==> src/sv/pfr_pkg.sv <==
package pfr_pkg;

  localparam int MAX_ENTRIES = 32;
  localparam int IDX_W       = $clog2(MAX_ENTRIES);
  localparam int CNT_W       = $clog2(MAX_ENTRIES + 1);

  localparam int SIZE_W  = 10;
  localparam int ACC_W   = 16;
  localparam int ENTRY_W = 6;
  localparam int LEVEL_W = 7;

  // controller to datapath
  typedef struct packed {
    logic accept;
    logic front_start;
    logic i_next;
    logic j_clear;
    logic j_step;
    logic decide;
    logic level_inc;
    logic out_start;
    logic out_load;
    logic clear_set;
  } pfr_cmd_t;

  // datapath to controller
  typedef struct packed {
    logic fire_last;
    logic i_end;
    logic fresh_i;
    logic j_end;
    logic all_ranked;
    logic last_k;
    logic out_taken;
  } pfr_sts_t;

endpackage

==> src/sv/pfr_if.sv <==
interface pfr_in_if;
  import pfr_pkg::*;

  logic              valid;
  logic              ready;
  logic [SIZE_W-1:0] classifier_count;
  logic [ACC_W-1:0]  accuracy_fixed;
  logic              last_item;

  modport source (output valid, output classifier_count, output accuracy_fixed,
                  output last_item, input ready);
  modport sink   (input valid, input classifier_count, input accuracy_fixed,
                  input last_item, output ready);
endinterface

interface pfr_out_if;
  import pfr_pkg::*;

  logic               valid;
  logic               ready;
  logic [ENTRY_W-1:0] entry_index;
  logic [LEVEL_W-1:0] front_level;
  logic               last_result;

  modport source (output valid, output entry_index, output front_level,
                  output last_result, input ready);
  modport sink   (input valid, input entry_index, input front_level,
                  input last_result, output ready);
endinterface

==> src/sv/pfr_datapath.sv <==
module pfr_datapath (
  input  logic              clk,
  input  logic              rst_n,
  input  pfr_pkg::pfr_cmd_t cmd,
  output pfr_pkg::pfr_sts_t sts,
  pfr_in_if.sink            in_ch,
  pfr_out_if.source         out_ch
);
  import pfr_pkg::*;

  // candidate and level memories
  logic [SIZE_W-1:0]  size_mem [MAX_ENTRIES];
  logic [ACC_W-1:0]   acc_mem  [MAX_ENTRIES];
  logic [LEVEL_W-1:0] lvl_mem  [MAX_ENTRIES];

  logic [CNT_W-1:0]       count_r;
  logic [CNT_W-1:0]       i_r;
  logic [CNT_W-1:0]       j_r;
  logic [LEVEL_W-1:0]     level_r;
  logic [MAX_ENTRIES-1:0] unranked_r;
  logic [MAX_ENTRIES-1:0] fresh_r;
  logic                   beaten_r;
  logic                   jv_r;
  logic [SIZE_W-1:0]      si_r, sj_r;
  logic [ACC_W-1:0]       ai_r, aj_r;
  logic [LEVEL_W-1:0]     lvl_rd_r;
  logic                   out_valid_r;
  logic [ENTRY_W-1:0]     out_index_r;
  logic [LEVEL_W-1:0]     out_level_r;
  logic                   out_last_r;

  logic [IDX_W-1:0] i_idx, j_idx, w_idx;
  logic             fire, full, j_beats_i, taken;

  assign i_idx = i_r[IDX_W-1:0];
  assign j_idx = j_r[IDX_W-1:0];
  assign w_idx = count_r[IDX_W-1:0];
  assign full  = (count_r == CNT_W'(MAX_ENTRIES));
  assign fire  = cmd.accept && in_ch.valid;
  assign taken = out_valid_r && out_ch.ready;

  assign j_beats_i = ((sj_r <= si_r) && (aj_r > ai_r)) || ((sj_r < si_r) && (aj_r >= ai_r));

  assign in_ch.ready        = cmd.accept;
  assign out_ch.valid       = out_valid_r;
  assign out_ch.entry_index = out_index_r;
  assign out_ch.front_level = out_level_r;
  assign out_ch.last_result = out_last_r;

  assign sts.fire_last  = fire && in_ch.last_item;
  assign sts.i_end      = (i_r == count_r);
  assign sts.fresh_i    = fresh_r[i_idx];
  assign sts.j_end      = (j_r == count_r);
  assign sts.all_ranked = (unranked_r == '0);
  assign sts.last_k     = ((i_r + CNT_W'(1)) == count_r);
  assign sts.out_taken  = taken;

  // memory write and read ports
  always_ff @(posedge clk) begin
    if (fire && !full) begin
      size_mem[w_idx] <= in_ch.classifier_count;
      acc_mem[w_idx]  <= in_ch.accuracy_fixed;
    end
    if (cmd.decide && !beaten_r) begin
      lvl_mem[i_idx] <= level_r;
    end
    si_r     <= size_mem[i_idx];
    ai_r     <= acc_mem[i_idx];
    sj_r     <= size_mem[j_idx];
    aj_r     <= acc_mem[j_idx];
    lvl_rd_r <= lvl_mem[i_idx];
  end

  always_ff @(posedge clk) begin
    if (!rst_n) begin
      count_r     <= '0;
      i_r         <= '0;
      j_r         <= '0;
      level_r     <= LEVEL_W'(1);
      unranked_r  <= '0;
      fresh_r     <= '0;
      beaten_r    <= 1'b0;
      jv_r        <= 1'b0;
      out_valid_r <= 1'b0;
    end else begin
      if (fire && !full) begin
        count_r           <= count_r + CNT_W'(1);
        unranked_r[w_idx] <= 1'b1;
      end
      if (cmd.front_start) begin
        fresh_r <= unranked_r;
        i_r     <= '0;
      end
      if (cmd.out_start) i_r <= '0;
      if (cmd.i_next)    i_r <= i_r + CNT_W'(1);
      if (cmd.level_inc) level_r <= level_r + LEVEL_W'(1);
      if (cmd.j_clear) begin
        j_r      <= '0;
        beaten_r <= 1'b0;
      end else if (jv_r && j_beats_i) begin
        beaten_r <= 1'b1;
      end
      jv_r <= cmd.j_step && fresh_r[j_idx];
      if (cmd.j_step) j_r <= j_r + CNT_W'(1);
      if (cmd.decide && !beaten_r) unranked_r[i_idx] <= 1'b0;
      if (cmd.out_load)  out_valid_r <= 1'b1;
      else if (taken)    out_valid_r <= 1'b0;
      if (cmd.clear_set) begin
        count_r    <= '0;
        i_r        <= '0;
        level_r    <= LEVEL_W'(1);
        unranked_r <= '0;
      end
    end
  end

  // result word, payload only
  always_ff @(posedge clk) begin
    if (cmd.out_load) begin
      out_index_r <= ENTRY_W'(i_r);
      out_level_r <= lvl_rd_r;
      out_last_r  <= sts.last_k;
    end
  end

endmodule

==> src/sv/pfr_ctrl.sv <==
module pfr_ctrl (
  input  logic              clk,
  input  logic              rst_n,
  input  pfr_pkg::pfr_sts_t sts,
  output pfr_pkg::pfr_cmd_t cmd
);
  import pfr_pkg::*;

  localparam logic [2:0] S_LOAD   = 3'd0;
  localparam logic [2:0] S_FRONT  = 3'd1;
  localparam logic [2:0] S_ISCAN  = 3'd2;
  localparam logic [2:0] S_JRUN   = 3'd3;
  localparam logic [2:0] S_DECIDE = 3'd4;
  localparam logic [2:0] S_OUTRD  = 3'd5;
  localparam logic [2:0] S_OUTLD  = 3'd6;
  localparam logic [2:0] S_OUTWT  = 3'd7;

  logic [2:0] state_r, state_nxt;

  always_comb begin
    cmd       = '0;
    state_nxt = state_r;
    case (state_r)
      S_LOAD: begin
        cmd.accept = 1'b1;
        if (sts.fire_last) state_nxt = S_FRONT;
      end
      S_FRONT: begin
        if (sts.all_ranked) begin
          cmd.out_start = 1'b1;
          state_nxt     = S_OUTRD;
        end else begin
          cmd.front_start = 1'b1;
          state_nxt       = S_ISCAN;
        end
      end
      S_ISCAN: begin
        if (sts.i_end) begin
          cmd.level_inc = 1'b1;
          state_nxt     = S_FRONT;
        end else if (sts.fresh_i) begin
          cmd.j_clear = 1'b1;
          state_nxt   = S_JRUN;
        end else begin
          cmd.i_next = 1'b1;
        end
      end
      S_JRUN: begin
        if (!sts.j_end) cmd.j_step = 1'b1;
        else            state_nxt  = S_DECIDE;
      end
      S_DECIDE: begin
        cmd.decide = 1'b1;
        cmd.i_next = 1'b1;
        state_nxt  = S_ISCAN;
      end
      S_OUTRD: state_nxt = S_OUTLD;
      S_OUTLD: begin
        cmd.out_load = 1'b1;
        state_nxt    = S_OUTWT;
      end
      S_OUTWT: begin
        if (sts.out_taken) begin
          if (sts.last_k) begin
            cmd.clear_set = 1'b1;
            state_nxt     = S_LOAD;
          end else begin
            cmd.i_next = 1'b1;
            state_nxt  = S_OUTRD;
          end
        end
      end
      default: state_nxt = S_LOAD;
    endcase
  end

  always_ff @(posedge clk) begin
    if (!rst_n) state_r <= S_LOAD;
    else        state_r <= state_nxt;
  end

endmodule

==> src/sv/pareto_front_ranker.sv <==
// Two-objective Pareto ranker. Candidates (size, lower is better; accuracy,
// higher is better) are loaded one word per cycle, up to MAX_ENTRIES; words
// beyond that are dropped, but a last_item mark on any word starts ranking.
// Ranking runs one dominance compare per cycle through the candidate memory's
// second read port: each front steps through the stored entries, and each
// entry still unranked at the front's start is compared against every entry
// in that same unranked set. Then one result word per entry leaves in load
// order, each held until the output takes it, and the set is cleared. No
// input is taken from the last_item word until the final result has been
// delivered.
module pareto_front_ranker (
  input  logic      clk,
  input  logic      rst_n,
  pfr_in_if.sink    in_ch,
  pfr_out_if.source out_ch
);
  import pfr_pkg::*;

  // command and status between sequencer and datapath
  pfr_cmd_t cmd;
  pfr_sts_t sts;

  // sequencer: load, front scans, result drain
  pfr_ctrl u_ctrl (
    .clk   (clk),
    .rst_n (rst_n),
    .sts   (sts),
    .cmd   (cmd)
  );

  // stores, counters, dominance compare and result register
  pfr_datapath u_datapath (
    .clk    (clk),
    .rst_n  (rst_n),
    .cmd    (cmd),
    .sts    (sts),
    .in_ch  (in_ch),
    .out_ch (out_ch)
  );

  // loading and result drain never overlap
  a_no_overlap: assert property (@(posedge clk) disable iff (!rst_n)
    !(in_ch.ready && out_ch.valid))
    else $error("input ready while a result word is pending");

  // after the final result the block is back to loading
  a_back_to_load: assert property (@(posedge clk) disable iff (!rst_n)
    (out_ch.valid && out_ch.ready && out_ch.last_result) |=> in_ch.ready)
    else $error("not ready for a new set after the final result");

  // every delivered entry has been placed in some front
  a_level_set: assert property (@(posedge clk) disable iff (!rst_n)
    out_ch.valid |-> (out_ch.front_level != '0))
    else $error("result word with unranked level");

  // a last_item word leads straight into ranking
  a_rank_start: assert property (@(posedge clk) disable iff (!rst_n)
    (in_ch.valid && in_ch.ready && in_ch.last_item) |=> !in_ch.ready)
    else $error("still loading after the last item");

endmodule
==> src/flat_wrapper.sv <==
// flat-port wrapper written by rule: the top's interface ports become plain ports
module pareto_front_ranker_flat import pfr_pkg::*;
  (clk, rst_n, in_ch_valid, in_ch_classifier_count, in_ch_accuracy_fixed, in_ch_last_item, in_ch_ready, out_ch_valid, out_ch_entry_index, out_ch_front_level, out_ch_last_result, out_ch_ready);
  pfr_in_if in_ch_i ();
  pfr_out_if out_ch_i ();
  input  logic clk;
  input  logic rst_n;
  input wire logic [$bits(in_ch_i.valid)-1:0] in_ch_valid;
  input wire logic [$bits(in_ch_i.classifier_count)-1:0] in_ch_classifier_count;
  input wire logic [$bits(in_ch_i.accuracy_fixed)-1:0] in_ch_accuracy_fixed;
  input wire logic [$bits(in_ch_i.last_item)-1:0] in_ch_last_item;
  output wire logic [$bits(in_ch_i.ready)-1:0] in_ch_ready;
  output wire logic [$bits(out_ch_i.valid)-1:0] out_ch_valid;
  output wire logic [$bits(out_ch_i.entry_index)-1:0] out_ch_entry_index;
  output wire logic [$bits(out_ch_i.front_level)-1:0] out_ch_front_level;
  output wire logic [$bits(out_ch_i.last_result)-1:0] out_ch_last_result;
  input wire logic [$bits(out_ch_i.ready)-1:0] out_ch_ready;
  assign in_ch_i.valid = in_ch_valid;
  assign in_ch_i.classifier_count = in_ch_classifier_count;
  assign in_ch_i.accuracy_fixed = in_ch_accuracy_fixed;
  assign in_ch_i.last_item = in_ch_last_item;
  assign in_ch_ready = in_ch_i.ready;
  assign out_ch_valid = out_ch_i.valid;
  assign out_ch_entry_index = out_ch_i.entry_index;
  assign out_ch_front_level = out_ch_i.front_level;
  assign out_ch_last_result = out_ch_i.last_result;
  assign out_ch_i.ready = out_ch_ready;
  pareto_front_ranker u_core (.clk(clk), .rst_n(rst_n), .in_ch(in_ch_i), .out_ch(out_ch_i));
endmodule
==> config.mk <==
export PLATFORM = sky130hd
export DESIGN_NAME = pareto_front_ranker_flat
export DESIGN_NICKNAME = d
export VERILOG_FILES = /design/src/sv/pfr_pkg.sv /design/src/sv/pfr_if.sv /design/src/sv/pfr_datapath.sv /design/src/sv/pfr_ctrl.sv /design/src/sv/pareto_front_ranker.sv /design/src/flat_wrapper.sv
export SDC_FILE = /design/constraint.sdc
export NUM_CORES = 2
export LEC_CHECK = 0
export BUFFER_PORTS_ARGS = -buffer_cell sky130_fd_sc_hd__buf_2
export CORE_MARGIN = 5
export CORE_UTILIZATION = 50
export CTS_BUF_LIST = sky130_fd_sc_hd__clkbuf_16
export DETAILED_ROUTE_END_ITERATION = 10
export GPL_ROUTABILITY_DRIVEN = 0
export PLACE_DENSITY_LB_ADDON = 0.15
export SLEW_MARGIN = 40
export SYNTH_ARGS = -nofsm -noshare
export SYNTH_HDL_FRONTEND = slang
export SYNTH_HIERARCHICAL = 1
export SYNTH_SLANG_ARGS = --single-unit
==> constraint.sdc <==
create_clock -name clk -period 9.3 [get_ports clk]
set_input_delay 2.79 -clock clk [delete_from_list [all_inputs] [get_ports clk]]
set_output_delay 2.79 -clock clk [all_outputs]
set_load 0.03 [all_outputs]
# ---- Yosys cells after proc, flatten, opt, wreduce, memory -nomap -nowiden
# Memory sizes are Yosys's and may differ from the RTL's. A register that Yosys moved wholly into a read port is not among the register bits.
# Index checks and enable logic that the tools add are counted.
dict set report op_classes {
  add_sub_neg 4
  n_lt_le_gt_ge 9
  n_eq_ne 15
  mux 51
  bitwise 4
  n_reduce_logical 22
}
# op n
set ops {}
lappend ops {{32-bit 2-to-1 mux} 3}
lappend ops {{32-bit bitwise AND} 1}
lappend ops {{32-bit logical NOT} 1}
lappend ops {{32-bit NOT} 1}
lappend ops {{32-bit OR} 1}
lappend ops {{6-bit 2-to-1 mux} 5}
lappend ops {{1-bit 2-to-1 mux} 29}
lappend ops {{3-bit case mux with 8 select lines} 1}
lappend ops {{3-bit 2-to-1 mux} 7}
lappend ops {{6-bit by 1-bit adder with 6-bit output (second input constant)} 3}
lappend ops {{6-bit == test} 3}
lappend ops {{5-bit by 6-bit < comparator with 1-bit output (second input constant)} 3}
lappend ops {{16-bit greater-or-equal comparator} 1}
lappend ops {{16-bit > comparator} 1}
lappend ops {{3-bit == test (second input constant)} 4}
lappend ops {{1-bit logical AND} 11}
lappend ops {{1-bit binary-select mux with 5-bit select} 2}
lappend ops {{1-bit demux with 5-bit select} 2}
lappend ops {{5-bit by 1-bit greater-or-equal comparator with 1-bit output (second input constant)} 2}
lappend ops {{10-bit less-or-equal comparator} 1}
lappend ops {{10-bit < comparator} 1}
lappend ops {{7-bit by 1-bit adder with 7-bit output (second input constant)} 1}
lappend ops {{3-bit by 2-bit == test with 1-bit output (second input constant)} 2}
lappend ops {{6-bit == test (second input constant)} 1}
lappend ops {{other kinds (14)} 18}
dict set report totals {
  register_bits 109
  ram_bits 1056
  inputBits 31
  out_inout_bits 16
  wordCells 121
  memories 3
}
# name words width read_ports rd_clocked_by_memory_dff write_ports line
set memory_table {}
lappend memory_table {u_core.u_datapath.acc_mem 32 16 2 2 1 pfr_datapath.sv:13} ;# logic [ACC_W-1:0] acc_mem [MAX_ENTRIES];
lappend memory_table {u_core.u_datapath.size_mem 32 10 2 2 1 pfr_datapath.sv:12} ;# logic [SIZE_W-1:0] size_mem [MAX_ENTRIES];
lappend memory_table {u_core.u_datapath.lvl_mem 32 7 1 1 1 pfr_datapath.sv:14} ;# logic [LEVEL_W-1:0] lvl_mem [MAX_ENTRIES];

# ---- Logic depth before layout (Yosys ltp)
dict set report depth {
  ltp_word 9
  depth_mapped 14
}

# ---- Hierarchy
# Netlist, hierarchy kept.
# mod n_inst cells_per_inst area_per_inst_um2 seq_area_each_um2
set by_module_without_submodules {}
lappend by_module_without_submodules {pfr_datapath 1 2702 52879.5 35153.7}
lappend by_module_without_submodules {pfr_ctrl 1 47 342.8 60.1}

# ---- Least setup slack after synthesis
# No wires, ideal clock.
dict set report synth_path {
  path_type {input to register}
  from {in in_ch_valid}
  to {reg u_core.u_datapath.unranked_r[31]}
  setup_time_ns 0.063
  arrival_time_ns 4.908
  slack_ns 4.329
  cell_stages 6
  n_path_buf 1
  cell_sequence {nand2_1 a31oi_1 buf_2 nand2_1 nor2_1 o221a_2}
}
dict set report synth_between {
  elab_chain_len 6
}
# element line
set synth_rtl {}
lappend synth_rtl {{start: declaration} flat_wrapper.sv:8} ;# input wire logic [$bits(in_ch_i.valid)-1:0] in_ch_valid;
lappend synth_rtl {{1-bit logical AND (*)} pfr_datapath.sv:39} ;# assign fire = cmd.accept && in_ch.valid;
lappend synth_rtl {{1-bit logical AND (*)} pfr_datapath.sv:86} ;# if (fire && !full) begin
lappend synth_rtl {{32-bit 2-to-1 mux (*)} pfr_datapath.sv:86}
lappend synth_rtl {{32-bit 2-to-1 mux (*)} pfr_datapath.sv:75} ;# if (!rst_n) begin
lappend synth_rtl {{32-bit bitwise AND (no line)} -}
lappend synth_rtl {{32-bit 2-to-1 mux (*)} pfr_datapath.sv:105} ;# if (cmd.decide && !beaten_r) unranked_r[i_idx] <= 1'b0;
lappend synth_rtl {{end signal: assignment} pfr_datapath.sv:80} ;# unranked_r <= '0;
lappend synth_rtl {{end signal: indexed assignment} pfr_datapath.sv:88} ;# unranked_r[w_idx] <= 1'b1;
lappend synth_rtl {{end signal: indexed assignment} pfr_datapath.sv:105}
lappend synth_rtl {{end: declaration} pfr_datapath.sv:20} ;# logic [MAX_ENTRIES-1:0] unranked_r;
# Every way passes the cells marked *; elsewhere a longest branch is shown, timed or not. The select of a mux whose other input is x is not followed.
# A chain may end at the register's enable or synchronous reset.

# ---- Final worst setup path
dict set report layout_path {
  from {reg u_core.u_ctrl.state_r[0]}
  to {out in_ch_ready}
}
dict set report layout_between {
  elab_chain_len 2
}
# element line
set layout_rtl {}
lappend layout_rtl {{start: declaration} pfr_ctrl.sv:18} ;# logic [2:0] state_r, state_nxt;
lappend layout_rtl {{start signal: assignment} pfr_ctrl.sv:79} ;# else state_r <= state_nxt;
lappend layout_rtl {{3-bit logical NOT} pfr_ctrl.sv:23} ;# case (state_r)
lappend layout_rtl {{1-bit 2-to-1 mux} pfr_ctrl.sv:23}
lappend layout_rtl {{end: declaration} flat_wrapper.sv:12} ;# output wire logic [$bits(in_ch_i.ready)-1:0] in_ch_ready;
# No other way between the ends.

==> metrics.yaml <==
cts_setup_buffers: 0
max_freq_mhz: 209
leakagePower_nw: 18.2
htree_levels: 4
die-width_um: 336
period_share_pct: 51.4
final_max_slew_viol_count: 0
synthArstFlopShare_pct: 0
ctsResizeCount: 0
yosysMostFrequentCell: "edfxtp_1"
dp_cells: 4054
slowest_stage: "dfxtp_1"
firstDrtPassIters: 5
synth-seq-cells: 1224
grt_setup_unrepaired: "no"
synthTopCellsByArea: "edfxtp_1, mux4_2, dfxtp_1"
seq_area_frac_synth_pct: 66.2
cp_cell_sequence: "or2_1 -> nor2_1 -> buf_2"
ir_drop_uv: 163
synth_area_per_cell_sq_um: 19.4
synth_cell_types: 49
max_slew_margin_pct: 40.4
cts_max_path_buffers: 3
finalNonFillerCells: 4302
fin_setup_tns_ns: 0
start_kind: "flip-flop"
synthesis.area_sq_um: 53200
root_buffer: "clkbuf_16"
cts_tree: "done"
grt_usage_pct: 25.2
drtIter0Drc: 2631
drive_above_1_share_pct: 32.1
design.die.area_sq_um: 113000
clock_sinks: 1224
area_delta_synth_final_pct: 12.9
ctsHoldBuffers: 0
worst_ep_required_time_ns: 6.51
powerDensity_nw_per_um2: 194
antenna_found_initial: 2
cp_max_fo: 12
post-route-drc-count: 0
skew_ns: 0.0244
grt_start_max_net_pins: 95
insertion_delay_ns: 0.74
finalHoldViolations: 0
first_global_vias: 29778
syn_inst: 2749
io_pins: 47
grt_pass1_wl_um: 206000
fin_crit_ns: 4.78
ys.flop_type: "edfxtp_1"
dp_hpwl_um: 93600
drt-total-wl_um: 141000
synth_edf_count: 1070
p_total_w: 0.0117
cp.arrival_ns: 1.99
via_per_inst: 6.58
fin_area_sq_um: 60100
numCtsBuffers: 133
outcome: "completed"
die_y_um: 336
worstMarginPinSlew_ns: 0.895
ys_warn_count: 6
critPathCaptureType: "output pin"
slowest_delay_ns: 0.42
synth_top_cells_by_count: "edfxtp_1, mux4_2, a22oi_1, dfxtp_1, clkbuf_1"
wl_per_cell_um: 32.7
placed_cell_area_sq_um: 55700
hold_path.class: "flip-flop to flip-flop"
synth.top_cell.area_share_pct: 60.4
synth_top_cell_by_area: "edfxtp_1"
final-setup-viol-count: 0
nNetsFinal: 2868
ant_nets: 0
grt_overflow: 0
start_util_pct: 50.4
placementRows: 119
vias: 28288
syn_nets: 2816
port-buffer-count: 46
critPathKind: "flip-flop to output pin"
maxCapViolCount: 0
clk_pin_slew_ns: 0.06
coreArea_sq_um: 106000
hold_slack_ns: 0.403
## flip-flops by register name, summed over array words and instances, names as in the netlist, 7 cells and up
| register | cells |
|---|---|
| u_core/u_datapath/aj_r | 16 |
| u_core/u_datapath/si_r | 10 |
| u_core/u_datapath/lvl_rd_r | 7 |
| u_core/u_datapath/size_mem | 320 |
| u_core/u_datapath/out_ch.front_level | 7 |
| u_core/u_datapath/fresh_r | 32 |
| u_core/u_datapath/sj_r | 10 |
| u_core/u_datapath/level_r | 7 |
| u_core/u_datapath/unranked_r | 32 |
| u_core/u_datapath/lvl_mem | 224 |
| u_core/u_datapath/acc_mem | 512 |
| u_core/u_datapath/ai_r | 16 |
## metrics by stage
stage | setup WS, ns | util [%]
2_1_floorplan | 4.33 | -
3_3_place_gp | 3.27 | 51.9
3_5_place_dp | 4.01 | 52.8
4_1_cts | 4.46 | 56.8
5_1_grt | 4.35 | 56.9
6_report | 4.52 | 56.9
## worst paths after layout
| kind | from | end | slack, ns | cells after the start |
|---|---|---|---|---|
| hold / removal | u_core/u_datapath/lvl_rd_r[3] | u_core/u_datapath/out_ch.front_level[3] | 0.40 | 0 |
| setup / recovery | u_core/u_ctrl/state_r[0] | in_ch_ready | 4.52 | 3 |
| hold reg to reg | u_core/u_datapath/lvl_rd_r[3] | u_core/u_datapath/out_ch.front_level[3] | 0.40 | 0 |
| setup reg to reg | u_core/u_datapath/i_r[0] | u_core/u_datapath/si_r[9] | 5.10 | 7 |
## layout make-up
cell class / instances / area (sq um)
diodes: 2 / 5.00
clock buffers: 139 / 3480
clock inverters: 104 / 831
fillers: 7756 / 45500
inverters: 35 / 131
multi-input cells: 1287 / 17300
flip-flops and latches: 1224 / 35200
well taps: 1391 / 1740
repair buffers: 120 / 1340
## cell usage in the layout (no fill, tap or decap), types with 28 or more instances in the layout
cell type / n
o21a_1: 29
nor2_4: 32
nor3_1: 39
mux4_2: 514
nor2b_1: 45
a22oi_1: 163
edfxtp_1: 1070
nor2_2: 28
inv_1: 55
nand4_1: 46
ha_1: 36
a21oi_1: 51
dfxtp_1: 139
clkinv_1: 29
clkbuf_16: 139
mux2i_1: 89
nor2_1: 36
buf_2: 46
## routing by layer
metal / track usage (%) / up-vias / share of wire [%]
li1: - / 11762 / -
met1: 31.2 / 15165 / 37
met2: 45.1 / 1099 / 54
met3: 3.33 / 262 / 5.1
met4: 10.4 / 0 / 4.3
met5: 0 / - / 0
## critical path, delay by kind of cell, from the launching register on
family / cells / cell delay [ns]
buffers and inverters: 1 / 0.25
AND/OR/NAND/NOR: 2 / 0.59
flip-flops: 1 / 0.42
## kinds of logic after synthesis
group | count (synthesis) | share of synthesized area (%)
buf+inv | 238 | 1.99
compound gates | 288 | 3.81
xor+xnor | 25 | 0.411
fa+ha+maj | 36 | 0.846
flops | 1224 | 66.2
mux | 606 | 23.5
simple gates | 332 | 3.29
## report_power, final
group          switching (W)  total [W]  internal [W]
clock                0.00215    0.00517       0.00302
combinational       0.000269   0.000439      0.000170
sequential         0.0000363    0.00606       0.00602
Note: power is estimated with default switching activity, not from simulation.
